[src/hw/rtl/gcd_pkg.sv]
// ----------------------------------------------------------------------------
// gcd_pkg
// Shared types and constants for the genome compatibility distance block.
// ----------------------------------------------------------------------------
package gcd_pkg;

  localparam int MAX_GENES = 1024;
  localparam int CNT_W     = $clog2(MAX_GENES + 1);
  localparam int MARK_W    = 32;
  localparam int WGT_W     = 32;
  localparam int IMP_W     = 16;
  localparam int SUM_W     = 48;
  localparam int HALF_W    = SUM_W / 2;
  localparam int PROD_W    = SUM_W + IMP_W;
  localparam int FRAC_W    = 8;
  localparam int QUO_W     = PROD_W - FRAC_W;
  localparam int DTERM_W   = CNT_W + 1 + IMP_W;
  localparam int DIST_W    = 63;
  localparam int DIV_CNT_W = $clog2(QUO_W);
  localparam int CFG_IDX_W = 2;
  localparam int CFG_DAT_W = 16;

  localparam logic [CFG_IDX_W-1:0] REG_DISJOINT_IMP = CFG_IDX_W'(0);
  localparam logic [CFG_IDX_W-1:0] REG_WEIGHT_IMP   = CFG_IDX_W'(1);
  localparam logic [IMP_W-1:0]     IMP_RESET        = IMP_W'(256);

  typedef enum logic [2:0] {
    S_ACCUM,
    S_MUL,
    S_SUM,
    S_DIV,
    S_LOAD
  } state_t;

  typedef struct packed {
    logic accept;     // item taken this cycle
    logic mul;        // form the partial products
    logic sum;        // combine products, set up divider
    logic div_step;   // one quotient bit
    logic load;       // capture result, clear accumulators
  } cmd_t;

  typedef struct packed {
    logic div_done;
  } status_t;

endpackage

[src/hw/rtl/gcd_ctrl.sv]
// ----------------------------------------------------------------------------
// gcd_ctrl
// Sequencer: accumulate, multiply, combine, divide, load result; owns output valid.
// ----------------------------------------------------------------------------
module gcd_ctrl (
  input  logic              clk,
  input  logic              rst,
  input  logic              in_valid,
  output logic              in_ready,
  input  logic              last_pair,
  output logic              out_valid,
  input  logic              out_ready,
  input  gcd_pkg::status_t  status,
  output gcd_pkg::cmd_t     cmd
);

  gcd_pkg::state_t state, state_next;
  logic            out_valid_next;

  always_ff @(posedge clk) begin
    if (rst) begin
      state     <= gcd_pkg::S_ACCUM;
      out_valid <= 1'b0;
    end else begin
      state     <= state_next;
      out_valid <= out_valid_next;
    end
  end

  always_comb begin
    state_next     = state;
    cmd            = '0;
    in_ready       = 1'b0;
    out_valid_next = out_valid && !out_ready;
    unique case (state)
      gcd_pkg::S_ACCUM: begin
        in_ready   = 1'b1;
        cmd.accept = in_valid;
        if (in_valid && last_pair) state_next = gcd_pkg::S_MUL;
      end
      gcd_pkg::S_MUL: begin
        cmd.mul    = 1'b1;
        state_next = gcd_pkg::S_SUM;
      end
      gcd_pkg::S_SUM: begin
        cmd.sum    = 1'b1;
        state_next = gcd_pkg::S_DIV;
      end
      gcd_pkg::S_DIV: begin
        cmd.div_step = 1'b1;
        if (status.div_done) state_next = gcd_pkg::S_LOAD;
      end
      gcd_pkg::S_LOAD: begin
        // hold until the output register is free
        if (!out_valid || out_ready) begin
          cmd.load       = 1'b1;
          out_valid_next = 1'b1;
          state_next     = gcd_pkg::S_ACCUM;
        end
      end
      default: state_next = gcd_pkg::S_ACCUM;
    endcase
  end

endmodule

[src/hw/rtl/gcd_datapath.sv]
// ----------------------------------------------------------------------------
// gcd_datapath
// Gene counters, weight difference sum, products, serial divider, result.
// ----------------------------------------------------------------------------
module gcd_datapath (
  input  logic                              clk,
  input  logic                              rst,
  input  gcd_pkg::cmd_t                     cmd,
  output gcd_pkg::status_t                  status,
  input  logic                              cfg_write,
  input  logic [gcd_pkg::CFG_IDX_W-1:0]     cfg_index,
  input  logic [gcd_pkg::CFG_DAT_W-1:0]     cfg_data,
  input  logic                              has_gene_a,
  input  logic                              has_gene_b,
  input  logic [gcd_pkg::MARK_W-1:0]        marking_a,
  input  logic [gcd_pkg::MARK_W-1:0]        marking_b,
  input  logic signed [gcd_pkg::WGT_W-1:0]  weight_a,
  input  logic signed [gcd_pkg::WGT_W-1:0]  weight_b,
  output logic [gcd_pkg::DIST_W-1:0]        distance,
  output logic                              no_overlap,
  output logic [gcd_pkg::CNT_W-1:0]         overlap_count
);

  localparam int CNT_W  = gcd_pkg::CNT_W;
  localparam int SUM_W  = gcd_pkg::SUM_W;
  localparam int HALF_W = gcd_pkg::HALF_W;
  localparam int PROD_W = gcd_pkg::PROD_W;
  localparam int QUO_W  = gcd_pkg::QUO_W;
  localparam int IMP_W  = gcd_pkg::IMP_W;
  localparam int DT_W   = gcd_pkg::DTERM_W;
  localparam int DC_W   = gcd_pkg::DIV_CNT_W;
  localparam logic [CNT_W-1:0] CNT_MAX = CNT_W'(gcd_pkg::MAX_GENES);

  logic [IMP_W-1:0]  disjoint_imp, weight_imp;
  logic [CNT_W-1:0]  count_a, count_b, overlap;
  logic [SUM_W-1:0]  diff_sum;
  logic              still_matching;

  logic [HALF_W+IMP_W-1:0] prod_lo, prod_hi;
  logic [DT_W-1:0]         dterm;
  logic [QUO_W-1:0]        quo;
  logic [CNT_W-1:0]        rem;
  logic [DC_W-1:0]         div_cnt;

  logic signed [gcd_pkg::WGT_W:0] wdiff;
  logic [gcd_pkg::WGT_W-1:0]      wabs;
  logic [SUM_W:0]                 sum_ext;
  logic                           match;
  logic [CNT_W:0]                 both, twice_ov, disjoint;
  logic [PROD_W-1:0]              prod_full;
  logic [CNT_W:0]                 trial;
  logic                           trial_ge;
  logic [QUO_W:0]                 dist_sum;

  always_comb begin
    wdiff    = (gcd_pkg::WGT_W+1)'(weight_a) - (gcd_pkg::WGT_W+1)'(weight_b);
    wabs     = wdiff[gcd_pkg::WGT_W] ? gcd_pkg::WGT_W'(-wdiff)
                                     : wdiff[gcd_pkg::WGT_W-1:0];
    sum_ext  = {1'b0, diff_sum} + (SUM_W+1)'(wabs);
    match    = still_matching && has_gene_a && has_gene_b && (marking_a == marking_b);
    both     = {1'b0, count_a} + {1'b0, count_b};
    twice_ov = {overlap, 1'b0};
    disjoint = (both > twice_ov) ? both - twice_ov : '0;
    prod_full = PROD_W'(prod_lo) + {prod_hi, {HALF_W{1'b0}}};
    trial    = {rem, quo[QUO_W-1]};
    trial_ge = trial >= {1'b0, overlap};
    // both terms fit within the 57-bit sum, so the sum cannot overflow
    dist_sum = (QUO_W+1)'({dterm, {gcd_pkg::FRAC_W{1'b0}}}) + (QUO_W+1)'(quo);
  end

  assign status.div_done = (div_cnt == DC_W'(QUO_W - 1));

  always_ff @(posedge clk) begin
    if (rst) begin
      disjoint_imp <= gcd_pkg::IMP_RESET;
      weight_imp   <= gcd_pkg::IMP_RESET;
    end else if (cfg_write) begin
      if (cfg_index == gcd_pkg::REG_DISJOINT_IMP) disjoint_imp <= cfg_data;
      if (cfg_index == gcd_pkg::REG_WEIGHT_IMP)   weight_imp   <= cfg_data;
    end
  end

  always_ff @(posedge clk) begin
    if (rst || cmd.load) begin
      count_a        <= '0;
      count_b        <= '0;
      overlap        <= '0;
      diff_sum       <= '0;
      still_matching <= 1'b1;
    end else if (cmd.accept) begin
      if (has_gene_a && count_a < CNT_MAX) count_a <= count_a + 1'b1;
      if (has_gene_b && count_b < CNT_MAX) count_b <= count_b + 1'b1;
      if (match) begin
        diff_sum <= sum_ext[SUM_W] ? {SUM_W{1'b1}} : sum_ext[SUM_W-1:0];
        if (overlap < CNT_MAX) overlap <= overlap + 1'b1;
      end else begin
        still_matching <= 1'b0;
      end
    end
  end

  // finalize: split product, then restoring division by overlap
  always_ff @(posedge clk) begin
    if (cmd.mul) begin
      prod_lo <= diff_sum[HALF_W-1:0] * weight_imp;
      prod_hi <= diff_sum[SUM_W-1:HALF_W] * weight_imp;
      dterm   <= disjoint * disjoint_imp;
    end
    if (cmd.sum) begin
      quo     <= prod_full[PROD_W-1:gcd_pkg::FRAC_W];
      rem     <= '0;
      div_cnt <= '0;
    end else if (cmd.div_step) begin
      rem     <= trial_ge ? CNT_W'(trial - {1'b0, overlap}) : trial[CNT_W-1:0];
      quo     <= {quo[QUO_W-2:0], trial_ge};
      div_cnt <= div_cnt + 1'b1;
    end
    if (cmd.load) begin
      no_overlap    <= (overlap == '0);
      overlap_count <= overlap;
      distance      <= (overlap == '0) ? gcd_pkg::DIST_W'({dterm, {gcd_pkg::FRAC_W{1'b0}}})
                                       : gcd_pkg::DIST_W'(dist_sum);
    end
  end

endmodule

[src/hw/rtl/genome_compatibility_distance.sv]
// ----------------------------------------------------------------------------
// genome_compatibility_distance
// Compatibility distance of two genomes from a stream of gene pairs.
// ----------------------------------------------------------------------------
// Usage:
//   Input channel (in_valid/in_ready) takes one gene pair per request, one
//   per cycle while accumulating. A request with last_pair closes the
//   comparison; in_ready then stays low through the product step, the
//   combine step, the one-bit-per-cycle restoring divider (56-bit quotient
//   of the scaled product) and the load step.
//   Result channel (out_valid/out_ready) carries distance, no_overlap and
//   overlap_count from an output register, loaded in the load step once the
//   divider is done. Accumulation of the next genome pair runs while a result
//   waits; if the receiver stalls, the next result holds in the load state
//   until the register frees.
//   Config channel (cfg_valid/cfg_ready, always ready) writes index 0
//   disjoint importance, index 1 weight importance (Q8.8); other indexes are
//   ignored. Write only while idle.
//   Reset (rst, synchronous) clears counters and sums, sets both importances
//   to 1.0 and empties the output register.
// ----------------------------------------------------------------------------
module genome_compatibility_distance (
  input  logic                              clk,
  input  logic                              rst,
  input  logic                              cfg_valid,
  output logic                              cfg_ready,
  input  logic [gcd_pkg::CFG_IDX_W-1:0]     cfg_index,
  input  logic [gcd_pkg::CFG_DAT_W-1:0]     cfg_data,
  input  logic                              in_valid,
  output logic                              in_ready,
  input  logic                              has_gene_a,
  input  logic                              has_gene_b,
  input  logic [gcd_pkg::MARK_W-1:0]        marking_a,
  input  logic [gcd_pkg::MARK_W-1:0]        marking_b,
  input  logic signed [gcd_pkg::WGT_W-1:0]  weight_a,
  input  logic signed [gcd_pkg::WGT_W-1:0]  weight_b,
  input  logic                              last_pair,
  output logic                              out_valid,
  input  logic                              out_ready,
  output logic [gcd_pkg::DIST_W-1:0]        distance,
  output logic                              no_overlap,
  output logic [gcd_pkg::CNT_W-1:0]         overlap_count
);

  gcd_pkg::cmd_t    cmd;
  gcd_pkg::status_t status;

  assign cfg_ready = 1'b1;

  gcd_ctrl u_ctrl (
    .clk       (clk),
    .rst       (rst),
    .in_valid  (in_valid),
    .in_ready  (in_ready),
    .last_pair (last_pair),
    .out_valid (out_valid),
    .out_ready (out_ready),
    .status    (status),
    .cmd       (cmd)
  );

  gcd_datapath u_datapath (
    .clk           (clk),
    .rst           (rst),
    .cmd           (cmd),
    .status        (status),
    .cfg_write     (cfg_valid && cfg_ready),
    .cfg_index     (cfg_index),
    .cfg_data      (cfg_data),
    .has_gene_a    (has_gene_a),
    .has_gene_b    (has_gene_b),
    .marking_a     (marking_a),
    .marking_b     (marking_b),
    .weight_a      (weight_a),
    .weight_b      (weight_b),
    .distance      (distance),
    .no_overlap    (no_overlap),
    .overlap_count (overlap_count)
  );

endmodule
[config.mk]
export PLATFORM = sky130hd
export DESIGN_NAME = genome_compatibility_distance
export DESIGN_NICKNAME = d
export VERILOG_FILES = /design/src/hw/rtl/gcd_pkg.sv /design/src/hw/rtl/gcd_ctrl.sv /design/src/hw/rtl/gcd_datapath.sv /design/src/hw/rtl/genome_compatibility_distance.sv
export SDC_FILE = /design/constraint.sdc
export NUM_CORES = 2
export LEC_CHECK = 0
export BUFFER_PORTS_ARGS = -buffer_cell sky130_fd_sc_hd__buf_2
export CAP_MARGIN = 25
export CORE_ASPECT_RATIO = 0.8
export CORE_MARGIN = 2
export CORE_UTILIZATION = 36
export CTS_BUF_LIST = sky130_fd_sc_hd__clkbuf_4 sky130_fd_sc_hd__clkbuf_8
export DETAILED_ROUTE_END_ITERATION = 6
export HOLD_SLACK_MARGIN = 0.08
export SYNTH_ARGS = -nofsm -noshare
export SYNTH_HDL_FRONTEND = slang
export SYNTH_SLANG_ARGS = --single-unit
[constraint.sdc]
create_clock -name clk -period 10.4 [get_ports clk]
set_input_delay 1.56 -clock clk [delete_from_list [all_inputs] [get_ports clk]]
set_output_delay 1.56 -clock clk [all_outputs]
set_load 0.05 [all_outputs]
==> results.toml <==
[outcome]
status = "finished clean"

[timing]
finalCriticalPeriod_ns = 9.621
worst_pin_slew_ns = 1.052
hold_violations = 0
tns_ns = 0
period_share = 0.9251
rsz0062_at_grt = "false"
final.setup_skew_ns = 0.06037
setup_viol = 0
slew_headroom = 0.2979
fmax_mhz = 103.9
slew_viol_final = 0

[grt]
grt_max_degree = 91
antenna_found_initial = 9
grt_usage = 0.1974
grt-ovfl-total = 0
grt_pass1_vias = 40102
grt_pass1_wl_mm = 227.0

[detailed_routing]
drt_iter0_drc = 2818
firstDrtPassIters = 5
ant_nets = 0
wirelength_mm = 141.8
wl_per_cell_um = 18.19
via_per_inst = 5.070
drc = 0
vias = 39532

[power]
p_leak_nw = 24.96
powerDensity_mw_per_mm2 = 78.00
ir_worst_vdd_v = 0.00007628

[clock_network]
clk_pin_slew_ns = 0.07
post_cts_resized = 0
clockBufferDepth = 3
clockRootBuffer = "clkbuf_8"
postCtsSetupBuffers = 0
ctsHoldBuffers = 0
clk_latency_ns = 0.75
clkSinkCount = 360
htreeDepth = 3
numCtsBuffers = 68
cts_tree = "done"

[logic_synthesis]
synthArstFlopShare = 0
yosys.cell_types.count = 96
synth_edf_count = 225
syn_inst = 5736
yosysWarnings = 0
syn_avg_cell_area_um2 = 8.929
synth_ff_type = "edfxtp_1"
ys_seq_elements = 360
yosysSeqAreaShare = 0.1847
synth_area_mm2 = 0.05122

[critical_path]
worstSetupStartpointType = "flip-flop"
crit_slowest_cell = "fa_1"
required_ns = 10.87
cp_data_arrival_time_ns = 10.10
slowest_delay_ns = 0.57
critPathMaxFanout = 16
critPathKind = "flip-flop to flip-flop"
cp_common_cell = "fa_1"
endpoint_kind = "flip-flop"

[floorplan]
die_h_um = 341.4
placementRows = 123
ios = 232
core-area_mm2 = 0.1410
start_util = 0.3633
die_w_um = 425.7
dieArea_mm2 = 0.1453

[placement]
dp.final_hpwl_mm = 110.5
placed_area_mm2 = 0.05436
place.gp.congestion = 0.8863
port-buffer-count = 224

[cells_and_area]
layout_commonest_cell = "nand2_1"
nets = 7206
multi_input_area_mm2 = 0.03730
area_delta_synth_final_pct = 9.224
layout_common_cells = "974 x nand2_1, 927 x inv_1, 758 x fa_1"
drive_gt1_frac = 0.08066
seqCellArea_mm2 = 0.009463
final_area_mm2 = 0.05594
fillers = 14158
final_core_util = 0.3968

[job]
maxCapViolCount = 0

[worst_hold_path]
hold_class = "flip-flop to flip-flop"
-- path summary, 6_finish.rpt --
| path | start | end | slack (ns) | cells after the start |
|---|---|---|---|---|
| setup / recovery | u_datapath.count_b[0]$_SDFFE_PP0P_ | u_datapath.dterm[27]$_DFFE_PP_ | 0.78 | 35 |
| hold / removal | u_datapath.disjoint_imp[0]$_SDFFE_PP0P_ | u_datapath.disjoint_imp[0]$_SDFFE_PP0P_ | 0.46 | 2 |
| setup reg to reg | u_datapath.count_b[0]$_SDFFE_PP0P_ | u_datapath.dterm[27]$_DFFE_PP_ | 0.78 | 35 |
| hold reg to reg | u_datapath.disjoint_imp[0]$_SDFFE_PP0P_ | u_datapath.disjoint_imp[0]$_SDFFE_PP0P_ | 0.46 | 2 |
-- Yosys cell counts (all sizes together), types with 7 or more instances --
| library cell | n | area [µm²] |
|---|---|---|
| nand2 | 976 | 3666 |
| inv | 928 | 3483 |
| fa | 758 | 15170 |
| ha | 434 | 5430 |
| and2 | 341 | 2133 |
| nor2 | 240 | 900.9 |
| clkbuf | 231 | 868.3 |
| a21oi | 227 | 1140 |
| edfxtp | 225 | 6756 |
| o21ai | 202 | 1015 |
| xnor2 | 198 | 1734 |
| dfxtp | 135 | 2703 |
| xor2 | 114 | 1006 |
| a21o | 77 | 578.1 |
| nand3 | 61 | 305.3 |
| a31oi | 55 | 344.1 |
| nor3 | 55 | 285.3 |
| and3 | 37 | 231.5 |
| nand4 | 37 | 231.5 |
| o21a | 31 | 232.7 |
| nor2b | 29 | 181.4 |
| buf | 27 | 166.4 |
| nand2b | 24 | 152.6 |
| o21bai | 24 | 180.2 |
| a211oi | 22 | 180.2 |
| or3 | 21 | 132.6 |
| nor4 | 20 | 146.4 |
| a21boi | 18 | 135.1 |
| o31ai | 17 | 132.6 |
| mux2i | 15 | 150.1 |
| or4 | 13 | 101.4 |
| nand3b | 11 | 82.58 |
| and4 | 10 | 87.58 |
| o31a | 8 | 70.07 |
| a211o | 7 | 61.31 |
| nand4b | 7 | 61.31 |
| nor3b | 7 | 52.55 |
| o211ai | 7 | 52.55 |
| o41ai | 7 | 87.59 |
-- cells by family (layout without fill, tap and decap cells) --
| kind of cell | count (synthesis) | in the layout | synth area share |
|---|---|---|---|
| compound gates | 759 | 759 | 0.09371 |
| xor+xnor | 312 | 312 | 0.05350 |
| fa+ha+maj | 1192 | 1192 | 0.4023 |
| buf+inv | 1186 | 1359 | 0.08821 |
| flops | 360 | 360 | 0.1847 |
| mux | 16 | 16 | 0.003151 |
| other cells | 2 | 15 | 0.0001466 |
| simple gates | 1909 | 1909 | 0.1743 |
-- per-stage QoR --
stage               std cells  power [W]  hold slack [ns]  setup slack (ns)
floorplan                5741   0.002480           0.4257             1.361
global placement         7665   0.002759           0.4438            0.9015
detailed placement       7665   0.002771           0.4518            0.7084
CTS                      7789   0.004416           0.4587            0.6802
global route             7797   0.004609           0.4885           0.05716
finish                   7797   0.004364           0.4608            0.7788
-- report_power, final --
group          switching, W  internal [W]
combinational      0.000650      0.000395
clock              0.000716      0.000904
sequential        0.0000772       0.00162
total               0.00144       0.00292
-- critical path: cells and delay by family (launching register included) --
kind / cells / cell delay, ns
AO/OA/AOI/OAI: 15 / 3.71
AND/OR/NAND/NOR: 6 / 0.76
buffers and inverters: 3 / 0.50
flip-flops: 1 / 0.35
XOR/XNOR: 2 / 0.21
adder cells (fa/ha/maj): 9 / 3.82
-- routing by layer --
layer	vias up	global-route usage	routed length (µm)
li1	18514	-	-
met1	19615	0.2929	67560
met2	1261	0.3041	62290
met3	142	0.03080	9744
met4	0	0.03872	2239
met5	-	0	0
-- area by class of cell --
type	count	share of cell area
repair buffers	307	0.03163
well taps	1875	0.04194
clock buffers	93	0.02098
multi-input cells	4195	0.6668
flip-flops and latches	360	0.1692
inverters	928	0.06227
diodes	8	0.0003579
clock inverters	31	0.006844
-- state kept, by name (all words and copies together) (netlist names) --
register,count
u_datapath.disjoint_imp,16
u_datapath.quo,56
u_datapath.count_a,11
u_datapath.prod_lo,32
u_datapath.count_b,11
u_ctrl.out_valid,1
u_datapath.rem,11
u_ctrl.state,3
u_datapath.diff_sum,48
u_datapath.weight_imp,16
u_datapath.dterm,28
u_datapath.overlap,11
u_datapath.no_overlap,1
u_datapath.distance,57
u_datapath.div_cnt,6
u_datapath.overlap_count,11
u_datapath.prod_hi,40
u_datapath.still_matching,1
Power figures use the tool's default switching activity.
